## src/sv/oaht_pkg.sv

```systemverilog
// oaht_pkg: shared constants, types and codes of the open addressing hash table
// no dependencies; used by the interfaces, the controller, the datapath and the top level
package oaht_pkg;

  // slot count, a power of two
  localparam int unsigned SLOTS = 256;
  localparam int unsigned IDX_W = $clog2(SLOTS);
  localparam int unsigned FILL_W = IDX_W + 1;
  localparam int unsigned OP_W = 2;
  localparam int unsigned KEY_W = 32;
  localparam int unsigned HASH_W = 32;
  localparam int unsigned VAL_W = 64;
  localparam int unsigned LIM_W = 8;
  localparam logic [LIM_W-1:0] FILL_LIMIT_RST = LIM_W'(192);

  typedef enum logic [OP_W-1:0] {
    OP_GET = 2'd0,
    OP_SET = 2'd1,
    OP_ADD = 2'd2,
    OP_DEL = 2'd3
  } op_e;

  typedef enum logic [1:0] {
    ST_CLEAR,
    ST_IDLE,
    ST_PROBE
  } state_e;

  typedef struct packed {
    logic clr_step;
    logic load;
    logic step;
    logic finish;
  } cmd_t;

  typedef struct packed {
    logic clr_last;
    logic stop;
  } status_t;

endpackage

```

## src/sv/oaht_ctrl.sv

```systemverilog
// oaht_ctrl: state machine for the clearing pass, request intake and probe sequencing
// depends on oaht_pkg; drives the command struct of oaht_dp
module oaht_ctrl (
  input  logic              clk_i,
  input  logic              rst_ni,
  input  logic              req_valid_i,
  output logic              req_ready_o,
  output logic              rsp_valid_o,
  input  logic              rsp_ready_i,
  input  oaht_pkg::status_t status_i,
  output oaht_pkg::cmd_t    cmd_o
);

  oaht_pkg::state_e state_q, state_d;
  logic             out_valid_q, out_valid_d;
  logic             can_finish;

  assign can_finish = !out_valid_q || rsp_ready_i;

  always_comb begin
    state_d = state_q;
    unique case (state_q)
      oaht_pkg::ST_CLEAR: begin
        if (status_i.clr_last) begin
          state_d = oaht_pkg::ST_IDLE;
        end
      end
      oaht_pkg::ST_IDLE: begin
        if (req_valid_i) begin
          state_d = oaht_pkg::ST_PROBE;
        end
      end
      oaht_pkg::ST_PROBE: begin
        if (status_i.stop && can_finish) begin
          state_d = oaht_pkg::ST_IDLE;
        end
      end
      default: state_d = oaht_pkg::ST_CLEAR;
    endcase
  end

  always_comb begin
    cmd_o       = '0;
    req_ready_o = 1'b0;
    unique case (state_q)
      oaht_pkg::ST_CLEAR: begin
        cmd_o.clr_step = 1'b1;
      end
      oaht_pkg::ST_IDLE: begin
        req_ready_o = 1'b1;
        cmd_o.load  = req_valid_i;
      end
      oaht_pkg::ST_PROBE: begin
        cmd_o.step   = !status_i.stop;
        cmd_o.finish = status_i.stop && can_finish;
      end
      default: cmd_o = '0;
    endcase
  end

  always_comb begin
    if (cmd_o.finish) begin
      out_valid_d = 1'b1;
    end else if (rsp_ready_i) begin
      out_valid_d = 1'b0;
    end else begin
      out_valid_d = out_valid_q;
    end
  end

  assign rsp_valid_o = out_valid_q;

  always_ff @(posedge clk_i or negedge rst_ni) begin
    if (!rst_ni) begin
      state_q     <= oaht_pkg::ST_CLEAR;
      out_valid_q <= 1'b0;
    end else begin
      state_q     <= state_d;
      out_valid_q <= out_valid_d;
    end
  end

endmodule

```

## config.mk

```make
export PLATFORM = sky130hd
export DESIGN_NAME = oaht_ctrl
export DESIGN_NICKNAME = d
export VERILOG_FILES = /design/src/sv/oaht_pkg.sv /design/src/sv/oaht_ctrl.sv
export SDC_FILE = /design/constraint.sdc
export NUM_CORES = 1
export LEC_CHECK = 0
export BUFFER_PORTS_ARGS = -buffer_cell sky130_fd_sc_hd__buf_2
export CORE_AREA = 8 8 45 47
export CTS_CLUSTER_SIZE = 28
export DETAILED_ROUTE_END_ITERATION = 16
export DIE_AREA = 0 0 53 55
export GPL_TIMING_DRIVEN = 0
export PLACE_DENSITY = 0.35
export SLEW_MARGIN = 20
export SYNTH_ARGS = -nofsm -noshare
export SYNTH_HDL_FRONTEND = slang
export SYNTH_SLANG_ARGS = --single-unit
```

## constraint.sdc

```tcl
create_clock -name clk_i -period 1.8 [get_ports clk_i]
set_clock_uncertainty 0.15 [all_clocks]
set_input_delay 0.09 -clock clk_i [delete_from_list [all_inputs] [get_ports clk_i]]
set_output_delay 0.09 -clock clk_i [all_outputs]
set_load 0.02 [all_outputs]
```

==> results.py, run 1 <==
metrics = {
    "power": {
        "power_density_mw_per_mm2": 1650,
        "peakVddDrop_uv": 665,
        "finalPower_mw": 0.483,
        "p_leak_nw": 0.161,
    },
    "flow_run": {
        "max-cap-violations": 0,
    },
    "global_route": {
        "grt_pass1_vias": 185,
        "grt_pass1_wl_um": 814,
        "gr-max-usage-layer": "met3",
        "use_met1_pct": 4.72,
        "grt_max_degree": 5,
        "overflow": 0,
        "grt_use_met2_pct": 3.71,
        "antenna_found_initial": 0,
        "grt_util_met3_pct": 6.42,
        "grt_usage_pct": 4.21,
    },
    "clock_network": {
        "clkSinkCount": 3,
        "htreeDepth": 1,
        "cts_resized": 0,
        "cts_setup_buffers": 0,
        "cts_tree": "done",
        "clk_latency_ns": 0.23,
        "cts-root-buf": "clkbuf_4",
        "cts_hold_buf": 2,
        "path_clk_slew_ns": 0.04,
        "clk_path_buf_depth": 2,
        "numCtsBuffers": 3,
    },
    "floorplanning": {
        "initial_core_util_pct": 12.4,
        "die_area_mm2": 0.00292,
        "core-area_mm2": 0.00138,
        "die_w_um": 53,
        "pin_count": 12,
        "row_count": 14,
        "fp.dieH_um": 55,
    },
    "setup_path": {
        "crit_type": "reg2out",
        "worstSetupEndpointType": "primary output",
        "cp.arrival_ns": 1.24,
        "slowest_delay_ns": 0.38,
        "cp.required_ns": 1.56,
        "worstPathBufferInverterCount": 2,
        "r2r_start": "state_q[0]$_DFFE_PN0P_",
        "crit_fanout": 4,
        "critPathLaunchType": "flop",
        "rr_worst_depth": 3,
        "ff2ff_setup_slack_ns": 0.61,
        "r2r-end": "state_q[0]$_DFFE_PN0P_",
        "crit_chain": "nand3b_1 > nor2b_1 > buf_4 > buf_2",
        "slowest_stage": "dfrtp_1",
        "critical-path-top-delay-family": "flip-flops",
    },
    "synth": {
        "synth.distinct_cells": 13,
        "synthesis.nets": 23,
        "synth_ff_type": "dfrtp_1",
        "synth-edff-count": 0,
        "avgSynthCellArea_um2": 10.1,
        "ys_ff_latch": 3,
        "syn_area_um2": 171,
        "synthArstFlopShare_pct": 100,
        "synth_cells": 17,
        "synth_top_area_share_pct": 43.8,
        "ys_seq_area_share_pct": 43.8,
        "synth_warnings": 0,
        "yosys-top-cells-count": "3 x dfrtp_1, 2 x nand2b_1, 2 x nor2_1",
        "synth_area_leader_cell": "dfrtp_1",
        "yosysMostFrequentCell": "dfrtp_1",
        "netlist_top_cells_area": "dfrtp_1 44%, nor2b_4 8.0%, nand2b_1 7.3%",
    },
    "layout": {
        "drive_above_1_share_pct": 52.9,
        "area.growth.synth_to_final_pct": 70.8,
        "fin_nets": 41,
        "fin_area_um2": 293,
        "layoutNonFillerInstCount": 50,
        "antennaDiodeCount": 0,
    },
    "placed_design": {
        "placedCellCount": 44,
        "io_buffer_count": 11,
        "place_ws_ns": 0.549,
        "place_area_um2": 246,
        "place_congestion": 0.580,
    },
    "timing": {
        "post-route-period-util_pct": 82.2,
        "drv_slew": 0,
        "max_slew_margin_pct": 89.2,
        "hold_viol_final": 0,
        "period_minus_slack_ns": 1.48,
        "tns_ns": 0,
        "finalWorstSetupSlack_ns": 0.320,
        "fmax_mhz": 676,
        "finalSetupViolations": 0,
        "rsz0062_at_grt": "false",
        "worst_slew_pin_slew_ns": 0.161,
    },
    "routing": {
        "final_antenna_net_count": 0,
        "finalWirelength_um": 493,
        "wl_per_cell_um": 9.86,
        "first_iter_violations": 1,
        "vias": 171,
        "routed_via_density": 3.42,
        "drcViolationCount": 0,
        "firstDrtPassIters": 4,
    },
    "hold_path": {
        "min_to": "rsp_valid_o$_DFFE_PN0P_",
        "min_path_type": "in2reg",
        "hold_depth": 3,
        "min_from": "status_i[0]",
    },
    "status": {
        "status": "finished clean",
    },
}
per-stage QoR:
stage	utilization [%]	hold WS, ns
2_1_floorplan	-	-0.356
6_report	21.2	0.00400
3_5_place_dp	17.8	-0.256
5_1_grt	21.2	0.0431
3_3_place_gp	17.8	-0.261
4_1_cts	21.2	0.00644
flip-flops by register name (all words and copies together), names as in the netlist:
| signal | cells |
|---|---|
| state_q | 2 |
| rsp_valid_o | 1 |
worst register-to-register path, delay by kind of cell, from the launching register on:
family,cells,cell delay (ns)
AOI/OAI and AO/OA,1,0.25
DFF,1,0.38
and+or+nand+nor,2,0.29
power by group:
group	switching, mW	total (mW)	internal [mW]
Clock	0.0357	0.119	0.0831
Sequential	0.0233	0.121	0.0976
Combinational	0.133	0.243	0.110
Total	0.192	0.483	0.291
cells in the final DEF (no fill, tap or decap):
| master | count |
|---|---|
| a211o_1 | 1 |
| a21oi_1 | 1 |
| and2_4 | 1 |
| buf_2 | 11 |
| buf_4 | 1 |
| clkbuf_1 | 1 |
| clkbuf_4 | 3 |
| dfrtp_1 | 3 |
| dlygate4sd3_1 | 2 |
| nand2_1 | 1 |
| nand2b_1 | 2 |
| nand3b_1 | 1 |
| nor2_1 | 2 |
| nor2b_1 | 1 |
| nor2b_2 | 1 |
| nor2b_4 | 1 |
| or2_1 | 1 |
routing by layer:
layer | part of all wire, % | vias to the layer above
li1 | - | 88
met1 | 46 | 68
met2 | 26 | 15
met3 | 27 | 0
met4 | 0 | 0
met5 | 0 | -
cell families after synthesis:
kind of cell | share of synthesized area [%]
buffers and inverters | 4.38
and+or+nand+nor | 43.8
AOI/OAI and AO/OA | 8.03
DFF | 43.8
how the worst max path moves through the flow:
| stage | cells past startpoint | start | slack, ns | to |
|---|---|---|---|---|
| 2_1_floorplan | 3 | state_q[0]$_DFFE_PN0P_ | 0.56 | state_q[1]$_DFFE_PN0P_ |
| 4_1_cts | 4 | state_q[0]$_DFFE_PN0P_ | 0.29 | cmd_o[0] |
| 3_5_place_dp | 4 | state_q[0]$_DFFE_PN0P_ | 0.55 | cmd_o[0] |
| 3_3_place_gp | 4 | state_q[0]$_DFFE_PN0P_ | 0.55 | cmd_o[0] |
| 5_1_grt | 4 | state_q[0]$_DFFE_PN0P_ | 0.24 | cmd_o[0] |
| 6_report | 4 | state_q[0]$_DFFE_PN0P_ | 0.32 | cmd_o[0] |
area by class of cell:
| cell class | instances | area, um^2 |
|---|---|---|
| Multi-Input combinational cell | 13 | 88.8 |
| Buffer | 1 | 7.51 |
| Clock buffer | 4 | 26.3 |
| Sequential cell | 3 | 75.1 |
| Timing Repair Buffer | 13 | 75.1 |
| Fill cell | 161 | 1090 |
| Tap cell | 16 | 20.0 |
Note: power is estimated with default switching activity, not from simulation.
==> inputs of run 2 (changes only) <==
--- a/config.mk
+++ b/config.mk
@@ -5,13 +5,14 @@
 export SDC_FILE = /design/constraint.sdc
 export NUM_CORES = 1
 export LEC_CHECK = 0
+export ABC_AREA = 1
 export BUFFER_PORTS_ARGS = -buffer_cell sky130_fd_sc_hd__buf_2
 export CORE_AREA = 8 8 45 47
 export CTS_CLUSTER_SIZE = 28
 export DETAILED_ROUTE_END_ITERATION = 16
 export DIE_AREA = 0 0 53 55
 export GPL_TIMING_DRIVEN = 0
-export PLACE_DENSITY = 0.35
+export PLACE_DENSITY = 0.36
 export SLEW_MARGIN = 20
 export SYNTH_ARGS = -nofsm -noshare
 export SYNTH_HDL_FRONTEND = slang
==> constraint.sdc (replaced) <==
create_clock -name clk_i -period 1.45 [get_ports clk_i]
set_clock_uncertainty 0.15 [all_clocks]
set_input_delay 0.0725 -clock clk_i [delete_from_list [all_inputs] [get_ports clk_i]]
set_output_delay 0.0725 -clock clk_i [all_outputs]
set_load 0.02 [all_outputs]
==> run 2 against run 1 <==
- die area is the same
- worst hold slack gained 0.011 ns
- design area grew 19%
- largest power group unchanged
==> results.py, run 2 <==
metrics = {
    "placed_design": {
        "place_congestion": 0.740,
        "place_hpwl_um": 388,
        "place_area_um2": 264,
        "io_buffer_count": 11,
    },
    "timing": {
        "finalSetupViolations": 0,
        "hold-worst-slack_ns": 0.0150,
        "fmax_mhz": 715,
        "hold_viol_final": 0,
        "worst_slew_pin_slew_ns": 0.183,
        "drv_slew": 0,
        "period_minus_slack_ns": 1.40,
        "post-route-period-util_pct": 96.4,
        "max_slew_margin_pct": 87.8,
    },
    "flow_run": {
        "max-cap-violations": 0,
    },
    "layout": {
        "fin_area_um2": 349,
        "largest-register": "state_q",
        "drive_above_1_share_pct": 54.2,
        "area.growth.synth_to_final_pct": 84.8,
        "antennaDiodeCount": 0,
        "final_common_cell": "buf_2",
        "fin_nets": 55,
        "largest_register_ff_count": 2,
        "mostFrequentLayoutCells": "10 x buf_2, 4 x inv_2, 4 x inv_1, 4 x nand2_1, 4 x dlygate4sd3_1",
        "utilization_pct": 25.2,
    },
    "clock_network": {
        "numCtsBuffers": 3,
        "clkSinkCount": 3,
        "path_clk_slew_ns": 0.04,
        "htreeDepth": 1,
        "clk_latency_ns": 0.24,
        "cts_tree": "done",
        "clk_path_buf_depth": 2,
        "cts-root-buf": "clkbuf_4",
    },
    "setup_path": {
        "cp.required_ns": 1.23,
        "slowest_stage": "dfrtp_1",
        "critical-path-top-delay-family": "flip-flops",
        "crit_fanout": 4,
        "slowest_delay_ns": 0.42,
        "critPathLaunchType": "flop",
        "cp.arrival_ns": 1.18,
        "worstSetupEndpointType": "primary output",
        "worstPathBufferInverterCount": 3,
        "crit_type": "reg2out",
        "crit_chain": "nor2_2 > inv_1 > nor2_1 > buf_4 > buf_6",
    },
    "synth": {
        "ys_seq_area_share_pct": 39.7,
        "synth_top_area_share_pct": 39.7,
        "synth.distinct_cells": 10,
        "yosys-top-cells-count": "6 x nand2_1, 5 x inv_1",
        "avgSynthCellArea_um2": 6.75,
        "netlist_top_cells_area": "dfrtp_1 40%, nand2_1 12%, inv_1 9.9%",
        "synth_area_leader_cell": "dfrtp_1",
        "synth_warnings": 0,
        "syn_area_um2": 189,
        "synth_ff_type": "dfrtp_1",
        "yosysMostFrequentCell": "nand2_1",
        "synthesis.nets": 34,
        "synthArstFlopShare_pct": 100,
        "synth_cells": 28,
        "ys_ff_latch": 3,
        "synth-edff-count": 0,
    },
    "routing": {
        "routed_via_density": 3.56,
        "final_antenna_net_count": 0,
        "vias": 228,
        "finalWirelength_um": 500,
        "drcViolationCount": 0,
        "first_iter_violations": 1,
        "firstDrtPassIters": 2,
        "wl_per_cell_um": 7.81,
    },
    "global_route": {
        "overflow": 0,
        "grt_max_degree": 5,
        "grt_pass1_wl_um": 710,
        "grt_usage_pct": 3.83,
        "grt_pass1_vias": 185,
        "antenna_found_initial": 0,
    },
    "hold_path": {
        "min_path_type": "in2async",
    },
    "floorplanning": {
        "pin_count": 12,
        "initial_core_util_pct": 13.7,
        "row_count": 14,
        "die_w_um": 53,
        "core-area_mm2": 0.00138,
        "fp.dieH_um": 55,
        "die_area_mm2": 0.00292,
    },
    "power": {
        "peakVddDrop_uv": 432,
        "power_density_mw_per_mm2": 1920,
        "p_leak_nw": 0.198,
    },
    "status": {
        "status": "finished clean",
    },
}
==> run 2: metrics by stage <==
| step | std cells | total power [mW] | setup WS (ns) | TNS, ns |
|---|---|---|---|---|
| finish | 64 | 0.669 | 0.0518 | 0 |
| global route | 64 | 0.728 | -0.00349 | -0.00349 |
| CTS | 62 | 0.663 | 0.00788 | 0 |
| detailed placement | 55 | 0.502 | 0.265 | 0 |
| global placement | 55 | 0.506 | 0.257 | 0 |
| floorplan | 28 | 0.404 | 0.193 | 0 |
==> run 2: layer usage <==
| metal | routed length [um] | up-vias | track usage (%) |
|---|---|---|---|
| li1 | - | 122 | - |
| met1 | 212 | 91 | 3.95 |
| met2 | 194 | 11 | 3.52 |
| met3 | 65 | 4 | 2.94 |
| met4 | 28 | 0 | 6.47 |
| met5 | 0 | - | 0 |
==> run 2: where the power goes <==
| part | internal (mW) | total, mW | leakage [nW] | switching (mW) |
|---|---|---|---|---|
| combinational | 0.137 | 0.353 | 0.145 | 0.216 |
| clock | 0.103 | 0.149 | 0.0150 | 0.0454 |
| sequential | 0.122 | 0.168 | 0.0384 | 0.0455 |
| total | 0.363 | 0.669 | 0.198 | 0.307 |
==> run 2: logic make-up (layout without fill, tap and decap cells) <==
| family | count (synthesis) | count (layout) | synth area share, % |
|---|---|---|---|
| AOI/OAI and AO/OA | 2 | 2 | 7.28 |
| and+or+nand+nor | 14 | 14 | 33.1 |
| buffers and inverters | 9 | 29 | 19.9 |
| DFF | 3 | 3 | 39.7 |
==> run 2: layout make-up <==
class	instances	area, um^2
Clock buffer	4	26.3
Timing Repair Buffer	16	109
Buffer	1	7.51
Fill cell	160	1030
Sequential cell	3	75.1
Tap cell	16	20.0
Multi-Input combinational cell	16	81.3
Inverter	8	30.0
==> run 2: final timing paths <==
path	from	endpoint	slack, ns	depth (start not counted)
worst max-delay path	state_q[0]$_DFFE_PN0P_	cmd_o[0]	0.05	5
worst min register to register	rsp_valid_o$_DFFE_PN0P_	rsp_valid_o$_DFFE_PN0P_	0.38	2
max in group asynchronous	rst_ni	rsp_valid_o$_DFFE_PN0P_	1.02	2
min in group clk_i	status_i[1]	state_q[0]$_DFFE_PN0P_	0.06	7
worst max register to register	rsp_valid_o$_DFFE_PN0P_	state_q[0]$_DFFE_PN0P_	0.37	6
worst min-delay path	rst_ni	state_q[0]$_DFFE_PN0P_	0.02	2
==> run 2: worst reg2reg max path, delay by kind of cell (launching register included) <==
| family | cells | cell delay, ns |
|---|---|---|
| flops | 1 | 0.37 |
| buf+inv | 1 | 0.12 |
| simple gates | 5 | 0.37 |
==> run 2: what timing repair did <==
action,in CTS,in global routing
hold buffers,3,1
buffers inserted,0,1
resized for setup,0,5
endpoints found under the hold margin,5,1
endpoints found under the setup margin,0,1
==> inputs of run 3 (changes only) <==
--- a/config.mk
+++ b/config.mk
@@ -13,6 +13,7 @@
 export DIE_AREA = 0 0 53 55
 export GPL_TIMING_DRIVEN = 0
 export PLACE_DENSITY = 0.36
+export SETUP_SLACK_MARGIN = 0.3
 export SLEW_MARGIN = 20
 export SYNTH_ARGS = -nofsm -noshare
 export SYNTH_HDL_FRONTEND = slang
==> run 3 against run 2 <==
- worst hold slack worse by 0.059 ns
- sequential power hardly changed
- combinational power increased by 48%
- non-clock buffer count is the same
- global-route usage grew 0.39 points
- worst setup slack improved by 0.050 ns
- wire length increased by 8.8%
- highest routed layer unchanged
- maximum frequency is 3.7% higher
- the run now ends with negative hold slack left
- clock power about the same
==> results.py, run 3 (synthesis gave the netlist of run 2 again) <==
metrics = {
    "power": {
        "seq_power_share_pct": 20.1,
        "p_sw_share_pct": 42.7,
        "p_int_mw": 0.481,
        "peakVddDrop_uv": 723,
        "p_leak_nw": 0.208,
        "switchingPower_mw": 0.359,
        "power_frac_comb_pct": 62.0,
        "power_density_mw_per_mm2": 2220,
        "clockPowerShare_pct": 17.9,
    },
    "clock_network": {
        "clkSinkCount": 3,
        "path_clk_slew_ns": 0.04,
        "clk_path_buf_depth": 2,
        "numCtsBuffers": 3,
        "htreeDepth": 1,
        "clk_latency_ns": 0.24,
        "cts-root-buf": "clkbuf_4",
        "cts_hold_buf": 2,
        "cts_tree": "done",
    },
    "routing": {
        "finalWirelength_um": 544,
        "wl_per_cell_um": 8.50,
        "first_iter_violations": 2,
        "vias": 236,
        "routed_via_density": 3.69,
        "drcViolationCount": 0,
        "firstDrtPassIters": 2,
        "final_antenna_net_count": 0,
    },
    "placed_design": {
        "io_buffer_count": 11,
        "place_congestion": 0.678,
        "place_hpwl_um": 402,
    },
    "floorplanning": {
        "fp.dieH_um": 55,
        "pin_count": 12,
        "die_area_mm2": 0.00292,
        "core-area_mm2": 0.00138,
        "initial_core_util_pct": 13.7,
        "die_w_um": 53,
        "row_count": 14,
    },
    "timing": {
        "period_minus_slack_ns": 1.35,
        "hold_viol_final": 1,
        "drv_slew": 0,
        "hold-worst-slack_ns": -0.0443,
        "post-route-period-util_pct": 93.0,
        "finalSetupViolations": 0,
        "rsz0062_at_grt": "true",
        "worst_slew_pin_slew_ns": 0.142,
        "tns_ns": 0,
        "fmax_mhz": 742,
        "max_slew_margin_pct": 90.5,
    },
    "global_route": {
        "grt_pass1_wl_um": 772,
        "overflow": 0,
        "grt_usage_pct": 4.21,
        "grt_pass1_vias": 215,
        "grt_max_degree": 4,
        "antenna_found_initial": 0,
    },
    "layout": {
        "antennaDiodeCount": 0,
        "area.growth.synth_to_final_pct": 100,
        "drive_above_1_share_pct": 58.3,
        "multi_input_area_um2": 88.8,
        "fill_cells": 160,
        "fin_nets": 55,
        "seqCellArea_um2": 76.3,
        "largest-register": "state_q",
        "mostFrequentLayoutCells": "6 x nand2_1, 6 x buf_2, 5 x buf_6",
        "largest_register_ff_count": 2,
    },
    "status": {
        "violations": "negative hold slack",
        "status": "finished, violations left",
    },
    "setup_path": {
        "crit_chain": "nor2_4 > inv_2 > nor2_1 > buf_4 > buf_6",
        "crit_type": "reg2out",
        "cp.required_ns": 1.23,
        "cp.arrival_ns": 1.13,
        "worstSetupEndpointType": "primary output",
        "critPathLaunchType": "flop",
        "slowest_stage": "dfrtp_2",
        "crit_fanout": 3,
        "slowest_delay_ns": 0.43,
    },
    "flow_run": {
        "max-cap-violations": 0,
    },
    "hold_path": {
        "min_path_type": "in2reg",
    },
}
-- run 3: cell count changes in the layout (fill, tap and decap cells not counted), sizes merged --
| cell | delta |
|---|---|
| buf | +2 |
| dlygate4sd3 | -2 |
-- run 3: power by group through the flow --
stage / Clock [mW] / Combinational, mW / Sequential [mW]
2_1_floorplan: 0 / 0.236 / 0.173
3_3_place_gp: 0 / 0.343 / 0.167
3_5_place_dp: 0 / 0.344 / 0.166
4_1_cts: 0.159 / 0.528 / 0.166
5_1_grt: 0.167 / 0.564 / 0.173
6_report: 0.150 / 0.521 / 0.169
-- run 3: final cells by class --
type	count	area share, %
multi-input combinational	16	23.5
timing repair buffer	16	34.1
sequential	3	20.2
tap	16	5.30
clock buffer	4	6.95
inverter	8	7.95
buffer	1	1.99
-- run 3: repair_timing --
action | 4_1_cts | 5_1_grt
gates resized for setup | 13 | 1
setup endpoints to repair | 5 | 6
hold endpoints to repair | 5 | 1
buffers inserted | 3 | 0
gates cloned | 0 | 0
pin swaps | 3 | 2
-- run 3: through the flow --
| stage | utilization [%] | area, um^2 | total power [mW] | setup slack [ns] | cells |
|---|---|---|---|---|---|
| floorplan | - | 191 | 0.409 | 0.263 | 28 |
| global placement | 19.3 | 267 | 0.510 | 0.258 | 55 |
| detailed placement | 19.3 | 267 | 0.511 | 0.256 | 55 |
| CTS | 27.2 | 377 | 0.853 | 0.0703 | 64 |
| global route | 27.3 | 378 | 0.905 | 0.0231 | 64 |
| finish | 27.3 | 378 | 0.840 | 0.102 | 64 |
-- run 3: metal layers --
layer,vias up,part of all wire [%],GRT usage (%)
met3,2,18,4.55
met5,-,0,0
met1,99,40,3.51
met2,14,39,4.88
met4,0,2.6,5.17
li1,121,-,-
-- run 3: final timing paths --
check / start / end / slack, ns / cells past startpoint
max: state_q[0]$_DFFE_PN0P_ / cmd_o[0] / 0.10 / 5
min: rsp_ready_i / rsp_valid_o$_DFFE_PN0P_ / -0.04 / 4
max reg2reg: state_q[1]$_DFFE_PN0P_ / state_q[0]$_DFFE_PN0P_ / 0.18 / 8
min reg2reg: rsp_valid_o$_DFFE_PN0P_ / rsp_valid_o$_DFFE_PN0P_ / 0.36 / 2
max in group asynchronous: rst_ni / state_q[0]$_DFFE_PN0P_ / 1.02 / 2
min in group asynchronous: rst_ni / rsp_valid_o$_DFFE_PN0P_ / 0.01 / 2
-- run 3: worst max-delay path, delay by kind of cell, from the launching register on --
family	cells	cell delay [ns]
buf+inv	3	0.26
flops	1	0.43
simple gates	2	0.20
